<file path="src/design/wfa_pkg.sv">
`timescale 1ns / 1ps

package wfa_pkg;

  // Default sizing of the block table.
  localparam int DEF_NUM_BLOCKS = 64;
  localparam int DEF_SIZE_BITS  = 32;

  // Fixed field widths of the item interfaces.
  localparam int OP_W     = 1;
  localparam int BLKIDX_W = 6;
  localparam int SIZE_W   = 32;
  localparam int STATUS_W = 2;
  localparam int CFG_W    = 7;

  // Value of the active block count after reset.
  localparam logic [CFG_W-1:0] CFG_NUM_BLOCKS_RST = 7'd64;

  // Operation codes of an input item.
  localparam logic [OP_W-1:0] OP_LOAD    = 1'b0;
  localparam logic [OP_W-1:0] OP_REQUEST = 1'b1;

  // Result status codes.
  localparam logic [STATUS_W-1:0] STATUS_LOADED = 2'd0;
  localparam logic [STATUS_W-1:0] STATUS_ALLOC  = 2'd1;
  localparam logic [STATUS_W-1:0] STATUS_NONE   = 2'd2;

  // Commands from the controller to the datapath.
  typedef struct packed {
    logic latch;     // capture the input item and restart the scan
    logic clr_wr;    // write zero at the counter address and advance
    logic load_wr;   // write the loaded size and form the load result
    logic rd_issue;  // read the table at the counter address and advance
    logic upd_wr;    // write back the reduced size and form the result
    logic out_load;  // move the result into the output register
  } cmd_t;

  // Status from the datapath to the controller.
  typedef struct packed {
    logic at_end;    // scan counter reached the active block count
    logic clr_last;  // clearing pass is at the last table entry
  } stat_t;

endpackage

</file>
<file path="src/design/worst_fit_block_allocator.sv">
`timescale 1ns / 1ps
// A load result forms in the load step, a request result after the scan, drain and update steps;
// the scan reads N blocks, the active block count saturated at NUM_BLOCKS, one block per cycle.
// One item is handled at a time: the input stalls until the result enters the output register;
// the next item is taken while a result waits in the output register.
// After reset a clearing pass zeroes the table with input stalled;
// configuration writes are taken at any time.
module worst_fit_block_allocator #(
  parameter int NUM_BLOCKS = wfa_pkg::DEF_NUM_BLOCKS,
  parameter int SIZE_BITS  = wfa_pkg::DEF_SIZE_BITS
) (
  input  logic                            clk,
  input  logic                            rst_n,
  input  logic                            in_valid,
  output logic                            in_stall,
  input  logic [wfa_pkg::OP_W-1:0]        in_op,
  input  logic [wfa_pkg::BLKIDX_W-1:0]    in_block_index,
  input  logic [wfa_pkg::SIZE_W-1:0]      in_size,
  output logic                            out_valid,
  input  logic                            out_stall,
  output logic [wfa_pkg::STATUS_W-1:0]    out_status,
  output logic [wfa_pkg::BLKIDX_W-1:0]    out_chosen_block,
  output logic [wfa_pkg::SIZE_W-1:0]      out_remaining_size,
  input  logic                            cfg_valid,
  output logic                            cfg_ready,
  input  logic [wfa_pkg::CFG_W-1:0]       cfg_data
);

  wfa_pkg::cmd_t  cmd;
  wfa_pkg::stat_t st;

  // The count register is always writable.
  assign cfg_ready = 1'b1;

  wfa_ctrl u_ctrl (
    .clk       (clk),
    .rst_n     (rst_n),
    .in_valid  (in_valid),
    .in_op     (in_op),
    .in_stall  (in_stall),
    .out_valid (out_valid),
    .out_stall (out_stall),
    .st        (st),
    .cmd       (cmd)
  );

  wfa_datapath #(
    .NUM_BLOCKS (NUM_BLOCKS),
    .SIZE_BITS  (SIZE_BITS)
  ) u_datapath (
    .clk                (clk),
    .rst_n              (rst_n),
    .cmd                (cmd),
    .st                 (st),
    .in_block_index     (in_block_index),
    .in_size            (in_size),
    .cfg_we             (cfg_valid && cfg_ready),
    .cfg_data           (cfg_data),
    .out_status         (out_status),
    .out_chosen_block   (out_chosen_block),
    .out_remaining_size (out_remaining_size)
  );

endmodule

</file>
<file path="src/design/wfa_ctrl.sv">
`timescale 1ns / 1ps

module wfa_ctrl (
  input  logic                          clk,
  input  logic                          rst_n,
  input  logic                          in_valid,
  input  logic [wfa_pkg::OP_W-1:0]      in_op,
  output logic                          in_stall,
  output logic                          out_valid,
  input  logic                          out_stall,
  input  wfa_pkg::stat_t                st,
  output wfa_pkg::cmd_t                 cmd
);

  typedef enum logic [2:0] {
    S_CLEAR,
    S_IDLE,
    S_LOAD,
    S_SCAN,
    S_DRAIN,
    S_UPDATE,
    S_FINISH
  } state_t;

  state_t state_r;
  logic   out_valid_r;
  logic   in_acc;
  logic   slot_free;

  assign in_stall  = (state_r != S_IDLE);
  assign in_acc    = in_valid && !in_stall;
  assign slot_free = !out_valid_r || !out_stall;
  assign out_valid = out_valid_r;

  // Decode the datapath commands from the current state.
  always_comb begin
    cmd          = '0;
    cmd.latch    = in_acc;
    cmd.clr_wr   = (state_r == S_CLEAR);
    cmd.load_wr  = (state_r == S_LOAD);
    cmd.rd_issue = (state_r == S_SCAN) && !st.at_end;
    cmd.upd_wr   = (state_r == S_UPDATE);
    cmd.out_load = (state_r == S_FINISH) && slot_free;
  end

  // State sequencing and the output valid flag.
  always_ff @(posedge clk) begin
    if (!rst_n) begin
      state_r     <= S_CLEAR;
      out_valid_r <= 1'b0;
    end else begin
      if (cmd.out_load) begin
        out_valid_r <= 1'b1;
      end else if (!out_stall) begin
        out_valid_r <= 1'b0;
      end
      case (state_r)
        S_CLEAR: begin
          if (st.clr_last) state_r <= S_IDLE;
        end
        S_IDLE: begin
          if (in_acc) begin
            state_r <= (in_op == wfa_pkg::OP_REQUEST) ? S_SCAN : S_LOAD;
          end
        end
        S_LOAD:   state_r <= S_FINISH;
        S_SCAN: begin
          if (st.at_end) state_r <= S_DRAIN;
        end
        S_DRAIN:  state_r <= S_UPDATE;
        S_UPDATE: state_r <= S_FINISH;
        S_FINISH: begin
          if (slot_free) state_r <= S_IDLE;
        end
        default:  state_r <= S_IDLE;
      endcase
    end
  end

`ifndef SYNTHESIS
  // An accepted item always blocks the input until its result is formed.
  a_acc_blocks: assert property (@(posedge clk) disable iff (!rst_n)
    in_acc |=> in_stall)
    else $error("input not blocked after accepting an item");

  // The output register is only overwritten when it is empty or being taken.
  a_no_overwrite: assert property (@(posedge clk) disable iff (!rst_n)
    (out_valid_r && out_stall) |-> !cmd.out_load)
    else $error("pending result overwritten");

  // A new result appears only from the finishing step.
  a_result_src: assert property (@(posedge clk) disable iff (!rst_n)
    $rose(out_valid_r) |-> $past(state_r == S_FINISH))
    else $error("result raised outside the finishing step");

  // The scan never reads past the active block count.
  a_scan_bound: assert property (@(posedge clk) disable iff (!rst_n)
    cmd.rd_issue |-> !st.at_end)
    else $error("table read beyond the active block count");
`endif

endmodule

</file>
<file path="src/design/wfa_datapath.sv">
`timescale 1ns / 1ps

module wfa_datapath #(
  parameter int NUM_BLOCKS = wfa_pkg::DEF_NUM_BLOCKS,
  parameter int SIZE_BITS  = wfa_pkg::DEF_SIZE_BITS
) (
  input  logic                            clk,
  input  logic                            rst_n,
  input  wfa_pkg::cmd_t                   cmd,
  output wfa_pkg::stat_t                  st,
  input  logic [wfa_pkg::BLKIDX_W-1:0]    in_block_index,
  input  logic [wfa_pkg::SIZE_W-1:0]      in_size,
  input  logic                            cfg_we,
  input  logic [wfa_pkg::CFG_W-1:0]       cfg_data,
  output logic [wfa_pkg::STATUS_W-1:0]    out_status,
  output logic [wfa_pkg::BLKIDX_W-1:0]    out_chosen_block,
  output logic [wfa_pkg::SIZE_W-1:0]      out_remaining_size
);

  localparam int IDX_W = (NUM_BLOCKS > 1) ? $clog2(NUM_BLOCKS) : 1;
  localparam int CNT_W = $clog2(NUM_BLOCKS + 1);
  localparam int LIM_W = (CNT_W > wfa_pkg::CFG_W) ? CNT_W : wfa_pkg::CFG_W;
  localparam int EXT_W = (SIZE_BITS > wfa_pkg::SIZE_W) ? SIZE_BITS : wfa_pkg::SIZE_W;
  localparam int CMP_W = 32;

  // Free size table.
  logic [SIZE_BITS-1:0] mem [NUM_BLOCKS];
  logic [SIZE_BITS-1:0] rd_data_r;

  logic [CNT_W-1:0]                  cnt_r;
  logic                              pend_vld_r;
  logic [IDX_W-1:0]                  pend_idx_r;
  logic [wfa_pkg::BLKIDX_W-1:0]      idx_r;
  logic [SIZE_BITS-1:0]              sz_r;
  logic                              found_r;
  logic [SIZE_BITS-1:0]              best_val_r;
  logic [IDX_W-1:0]                  best_idx_r;
  logic [wfa_pkg::STATUS_W-1:0]      res_status_r;
  logic [wfa_pkg::BLKIDX_W-1:0]      res_blk_r;
  logic [SIZE_BITS-1:0]              res_rem_r;
  logic [wfa_pkg::STATUS_W-1:0]      out_status_r;
  logic [wfa_pkg::BLKIDX_W-1:0]      out_blk_r;
  logic [wfa_pkg::SIZE_W-1:0]        out_rem_r;
  logic [wfa_pkg::CFG_W-1:0]         num_blocks_r;

  logic [EXT_W-1:0]     sz_ext;
  logic [EXT_W-1:0]     rem_ext;
  logic [SIZE_BITS-1:0] sz_in;
  logic [LIM_W-1:0]     lim;
  logic                 idx_ok;
  logic                 fits;
  logic                 better;
  logic [SIZE_BITS-1:0] diff;
  logic                 mem_we;
  logic [IDX_W-1:0]     mem_waddr;
  logic [SIZE_BITS-1:0] mem_wdata;

  // Input size masked or extended to the table width.
  assign sz_ext = EXT_W'(in_size);
  assign sz_in  = sz_ext[SIZE_BITS-1:0];

  // Scan limit saturates at the table depth.
  always_comb begin
    if (LIM_W'(num_blocks_r) > LIM_W'(NUM_BLOCKS)) begin
      lim = LIM_W'(NUM_BLOCKS);
    end else begin
      lim = LIM_W'(num_blocks_r);
    end
  end

  assign st.at_end   = (LIM_W'(cnt_r) == lim);
  assign st.clr_last = (cnt_r == CNT_W'(NUM_BLOCKS - 1));

  assign idx_ok = (CMP_W'(idx_r) < CMP_W'(NUM_BLOCKS));
  assign fits   = (rd_data_r >= sz_r);
  assign better = !found_r || (rd_data_r > best_val_r);
  assign diff   = best_val_r - sz_r;

  // Table write port shared by clearing, loading and write-back.
  always_comb begin
    mem_we    = 1'b0;
    mem_waddr = cnt_r[IDX_W-1:0];
    mem_wdata = '0;
    if (cmd.clr_wr) begin
      mem_we = 1'b1;
    end else if (cmd.load_wr) begin
      mem_we    = idx_ok;
      mem_waddr = IDX_W'(idx_r);
      mem_wdata = sz_r;
    end else if (cmd.upd_wr) begin
      mem_we    = found_r;
      mem_waddr = best_idx_r;
      mem_wdata = diff;
    end
  end

  always_ff @(posedge clk) begin
    if (mem_we) mem[mem_waddr] <= mem_wdata;
    if (cmd.rd_issue) rd_data_r <= mem[cnt_r[IDX_W-1:0]];
  end

  // Control registers: counter, read tracking, best flag, configuration.
  always_ff @(posedge clk) begin
    if (!rst_n) begin
      cnt_r        <= '0;
      pend_vld_r   <= 1'b0;
      found_r      <= 1'b0;
      num_blocks_r <= wfa_pkg::CFG_NUM_BLOCKS_RST;
    end else begin
      if (cfg_we) num_blocks_r <= cfg_data;
      if (cmd.latch) begin
        cnt_r <= '0;
      end else if (cmd.clr_wr || cmd.rd_issue) begin
        cnt_r <= cnt_r + 1'b1;
      end
      pend_vld_r <= cmd.rd_issue;
      if (cmd.latch) begin
        found_r <= 1'b0;
      end else if (pend_vld_r && fits && better) begin
        found_r <= 1'b1;
      end
    end
  end

  // Payload registers: item fields, best candidate, result and output.
  always_ff @(posedge clk) begin
    if (cmd.latch) begin
      idx_r <= in_block_index;
      sz_r  <= sz_in;
    end
    if (cmd.rd_issue) pend_idx_r <= cnt_r[IDX_W-1:0];
    if (!cmd.latch && pend_vld_r && fits && better) begin
      best_val_r <= rd_data_r;
      best_idx_r <= pend_idx_r;
    end
    if (cmd.load_wr) begin
      res_status_r <= wfa_pkg::STATUS_LOADED;
      res_blk_r    <= idx_r;
      res_rem_r    <= idx_ok ? sz_r : '0;
    end else if (cmd.upd_wr) begin
      if (found_r) begin
        res_status_r <= wfa_pkg::STATUS_ALLOC;
        res_blk_r    <= wfa_pkg::BLKIDX_W'(best_idx_r);
        res_rem_r    <= diff;
      end else begin
        res_status_r <= wfa_pkg::STATUS_NONE;
        res_blk_r    <= '0;
        res_rem_r    <= '0;
      end
    end
    if (cmd.out_load) begin
      out_status_r <= res_status_r;
      out_blk_r    <= res_blk_r;
      out_rem_r    <= rem_ext[wfa_pkg::SIZE_W-1:0];
    end
  end

  assign rem_ext            = EXT_W'(res_rem_r);
  assign out_status         = out_status_r;
  assign out_chosen_block   = out_blk_r;
  assign out_remaining_size = out_rem_r;

endmodule

</file>
<file path="config.mk">
export PLATFORM = sky130hd
export DESIGN_NAME = worst_fit_block_allocator
export DESIGN_NICKNAME = d
export VERILOG_FILES = /design/src/design/wfa_pkg.sv /design/src/design/worst_fit_block_allocator.sv /design/src/design/wfa_ctrl.sv /design/src/design/wfa_datapath.sv
export SDC_FILE = /design/constraint.sdc
export NUM_CORES = 2
export LEC_CHECK = 0
export BUFFER_PORTS_ARGS = -buffer_cell sky130_fd_sc_hd__buf_2
export CAP_MARGIN = 15
export CORE_ASPECT_RATIO = 0.6
export CORE_MARGIN = 4
export CORE_UTILIZATION = 40
export CTS_CLUSTER_SIZE = 14
export DETAILED_ROUTE_END_ITERATION = 16
export HOLD_SLACK_MARGIN = 0.03
export PLACE_DENSITY = 0.62
export RECOVER_POWER = 25
export SETUP_SLACK_MARGIN = 0.1
export SLEW_MARGIN = 15
export SYNTH_ARGS = -nofsm -noshare
export SYNTH_HDL_FRONTEND = slang
export SYNTH_SLANG_ARGS = --single-unit
</file>
<file path="constraint.sdc">
create_clock -name clk -period 7.5 [get_ports clk]
set_input_delay 1.5 -clock clk [delete_from_list [all_inputs] [get_ports clk]]
set_output_delay 1.5 -clock clk [all_outputs]
set_load 0.005 [all_outputs]
</file>
==> reports/metrics.csv <==
metric;value;unit
status;finished with violations;
violations_in_the_final_reports;max-capacitance violations, max-slew violations;
netlist.area_leader.share;75.58;%
multiInputGateArea;20890;um^2
drt_iter0_drc;6994;
core_area;220200;um^2
fin_area;99680;um^2
ys_top_cells_by_count;sky130_fd_sc_hd__edfxtp_1 (2240), sky130_fd_sc_hd__mux4_2 (649), sky130_fd_sc_hd__nor2_1 (124);
cpMaxStageDelayCell;sky130_fd_sc_hd__clkbuf_1;
leakagePower;29.26;nW
timing.critical_path.cells;ha_1 > fa_1 > nor2b_1 > o2111ai_1 > a211o_1 > nand2_1 > xor2_1 > nand2_1 > o21ai_4 > clkbuf_1;
synthDistinctLibCells;67;
crit_path_end_kind;flop;
tritoncts_clock_tree;built;
seqCellArea;67720;um^2
final_nets;4383;
yosys_most_used_dff;sky130_fd_sc_hd__edfxtp_1;
synth_area_leaders;sky130_fd_sc_hd__edfxtp_1 (76%), sky130_fd_sc_hd__mux4_2 (16%), sky130_fd_sc_hd__ha_1 (1.4%), sky130_fd_sc_hd__nor2_1 (0.52%), sky130_fd_sc_hd__dfxtp_1 (0.49%);
postLayoutCoreUtil;45.28;%
core.rowCount;133;
clk_transition_reported_paths;0.07;ns
critical-path-top-cell-by-count;sky130_fd_sc_hd__nand2_1;
synth_seq_cells;2262;
number_of_failing_hold_endpoints_at_the_final_stage;0;
clk_latency_worst_skew_pair;0.83;ns
layoutNonFillerInstCount;7312;
floorplan.die.height;373.4;um
final-setup-viol-count;0;
synth_nets;4151;
synth-async-reset-ratio;0;%
grt_use_total;19.56;%
cts.sink_count;2262;
initial_antenna_violation_count;27;
vias;43180;
ir_worst_vdd;0.2233;mV
postPlaceCellArea;94320;um^2
timing.hold.worst.class;reg -> reg;
dieArea;230300;um^2
netlist_area;88990;um^2
clock.fmax;0.1668;GHz
drc;0;
drt_total_wl;228800;um
cts_made_buffers;196;
most_used_standard_cell_by_instance_count_after_synthesis;sky130_fd_sc_hd__edfxtp_1;
cts_max_level;4;
via_count_of_the_first_global_routing_pass;41810;
floorplan.initialDensity;40.42;%
synth_edf_count;2240;
skew_final;0.05389;ns
postCtsSetupRepairBufs;0;
n_fill_cell;18200;
timing.critical_path.required;7.55;ns
synthesis.yosys.warnings;0;
wl_per_cell;31.29;um
crit_path_max_fanout;66;
powerDensity;245.6;nW/um^2
startpoint_type;flop;
max-clock-path-buffers;4;
worst-path-buf-inv;1;
rsz0062_at_grt;no;
worstMarginPinSlew;4.197;ns
crit_family;buffers and inverters;
chipWidth;616.9;um
grt_max_degree;93;
final_period_minus_worst_setup_slack;5.995;ns
period_share;79.93;%
first_pass_grt_wire_length;323400;um
area_delta_synth_final;12.01;%
worstPathArrival;6.04;ns
boundaryPins;94;
placedCellCount;6999;
overall_overflow_remaining_after_global_route;0;
netlist_instances;4002;
ant_nets;0;
final_layout_size_suffix_gt1_share;26.92;%
synth_top_cell_by_area;sky130_fd_sc_hd__edfxtp_1;
gpl.final_weighted_congestion;0.9246;
cap_violations;18;
routed_via_density;5.905;
total_negative_setup_slack;0;ns
timing.setup.critical_path_class;reg -> reg;
post-dp-hpwl;135500;um
cts_resized;0;
crit_path_max_incr_delay;2.60;ns
yosysSeqAreaShare;76.08;%
postCtsHoldBufs;0;
clock-root-buffer;sky130_fd_sc_hd__clkbuf_16;
report.final.slew_viol_count;830;
holdWs;0.4119;ns
syn_avg_cell_area;22.24;um^2
portBuffers;92;
slew_headroom;-182.8;%
dr.pass1.iters;6;
[worst reg2reg max path, stage by stage (launching register included)]
cell	delay (ns)
sky130_fd_sc_hd__edfxtp_1	0.44
sky130_fd_sc_hd__ha_1	0.23
sky130_fd_sc_hd__fa_1	0.42
sky130_fd_sc_hd__nor2b_1	0.19
sky130_fd_sc_hd__o2111ai_1	0.18
sky130_fd_sc_hd__a211o_1	0.43
sky130_fd_sc_hd__nand2_1	0.12
sky130_fd_sc_hd__xor2_1	0.21
sky130_fd_sc_hd__nand2_1	0.13
sky130_fd_sc_hd__o21ai_4	0.08
sky130_fd_sc_hd__clkbuf_1	2.60
[cells in the final DEF (no fill, tap or decap), types with 12 or more instances in the layout]
cell type	instances
sky130_fd_sc_hd__edfxtp_1	2240
sky130_fd_sc_hd__mux4_2	649
sky130_fd_sc_hd__clkbuf_16	199
sky130_fd_sc_hd__clkbuf_1	109
sky130_fd_sc_hd__nand2_1	105
sky130_fd_sc_hd__buf_4	101
sky130_fd_sc_hd__ha_1	97
sky130_fd_sc_hd__inv_1	74
sky130_fd_sc_hd__nor2_4	66
sky130_fd_sc_hd__o21ai_0	61
sky130_fd_sc_hd__buf_2	61
sky130_fd_sc_hd__a21oi_1	60
sky130_fd_sc_hd__nor2_1	58
sky130_fd_sc_hd__nor2b_1	36
sky130_fd_sc_hd__a21o_1	29
sky130_fd_sc_hd__a211oi_1	29
sky130_fd_sc_hd__mux2i_1	29
sky130_fd_sc_hd__nand4_1	23
sky130_fd_sc_hd__xnor2_1	23
sky130_fd_sc_hd__clkinv_1	19
sky130_fd_sc_hd__nand3_1	19
sky130_fd_sc_hd__dfxtp_1	19
sky130_fd_sc_hd__buf_12	16
sky130_fd_sc_hd__a22o_1	13
sky130_fd_sc_hd__xor2_1	12
[worst paths after layout]
path	from	endpoint	slack (ns)	cells after the start
min	u_datapath.res_blk_r[3]	u_datapath.out_chosen_block[3]	0.41	0
max	u_datapath.sz_r[0]	u_datapath.mem[55][12]	1.51	10
min reg2reg	u_datapath.res_blk_r[3]	u_datapath.out_chosen_block[3]	0.41	0
max reg2reg	u_datapath.sz_r[0]	u_datapath.mem[55][12]	1.51	10
[report_power, final]
part	switching [W]	total, W	internal, W	leakage, nW
Combinational	0.000819	0.00148	0.000662	7.16
Sequential	0.0000527	0.0138	0.0138	19.5
Clock	0.00431	0.00918	0.00486	2.64
Total	0.00519	0.0245	0.0193	29.3
[metrics by stage]
| stage | power (W) | worst slack, ns |
|---|---|---|
| 6_report | 0.02448 | 1.505 |
| 5_1_grt | 0.02530 | 1.237 |
| 4_1_cts | 0.02463 | 2.546 |
| 3_5_place_dp | 0.01557 | 2.648 |
| 3_3_place_gp | 0.01557 | 2.803 |
| 2_1_floorplan | 0.01500 | 1.110 |
[cell type report]
type	count	share of cell area [%]
flip-flops and latches	2262	67.93
clock inverters	31	0.1469
well taps	2970	3.728
diodes	11	0.02761
inverters	76	0.2862
clock buffers	264	5.291
multi-input cells	1468	20.96
repair buffers	230	1.633
[metal layers]
| layer | wire [um] | up-vias | track usage (%) | share of wire [%] |
|---|---|---|---|---|
| met4 | 3333 | 8 | 2.823 | 1.5 |
| li1 | - | 17310 | - | - |
| met1 | 102300 | 23370 | 31.58 | 45 |
| met3 | 27680 | 264 | 6.068 | 12 |
| met2 | 95420 | 2226 | 26.32 | 42 |
| met5 | 46 | - | 0 | 0.020 |
[registers in the layout, summed over array words and instances, names as in the netlist, 6 cells and up]
register	flops
u_datapath.sz_r	32
u_datapath.rem_ext	32
u_datapath.best_idx_r	6
u_datapath.out_remaining_size	32
u_datapath.res_blk_r	6
u_datapath.best_val_r	32
u_datapath.rd_data_r	32
u_datapath.mem	2048
u_datapath.out_chosen_block	6
u_datapath.cnt_r	7
u_datapath.pend_idx_r	6
u_datapath.idx_r	6
u_datapath.num_blocks_r	7
[cell families after synthesis]
| logic type | count (synthesis) | synth area share [%] |
|---|---|---|
| xor gates and xnor gates | 35 | 0.3444 |
| muxes | 682 | 16.80 |
| adders and majority gates | 98 | 1.386 |
| buffers and inverters | 272 | 1.299 |
| and+or+nand+nor | 353 | 1.815 |
| other | 1 | 0.004214 |
| DFF | 2262 | 76.08 |
| AOI/OAI and AO/OA | 299 | 2.278 |
Note: power is estimated with default switching activity, not from simulation.
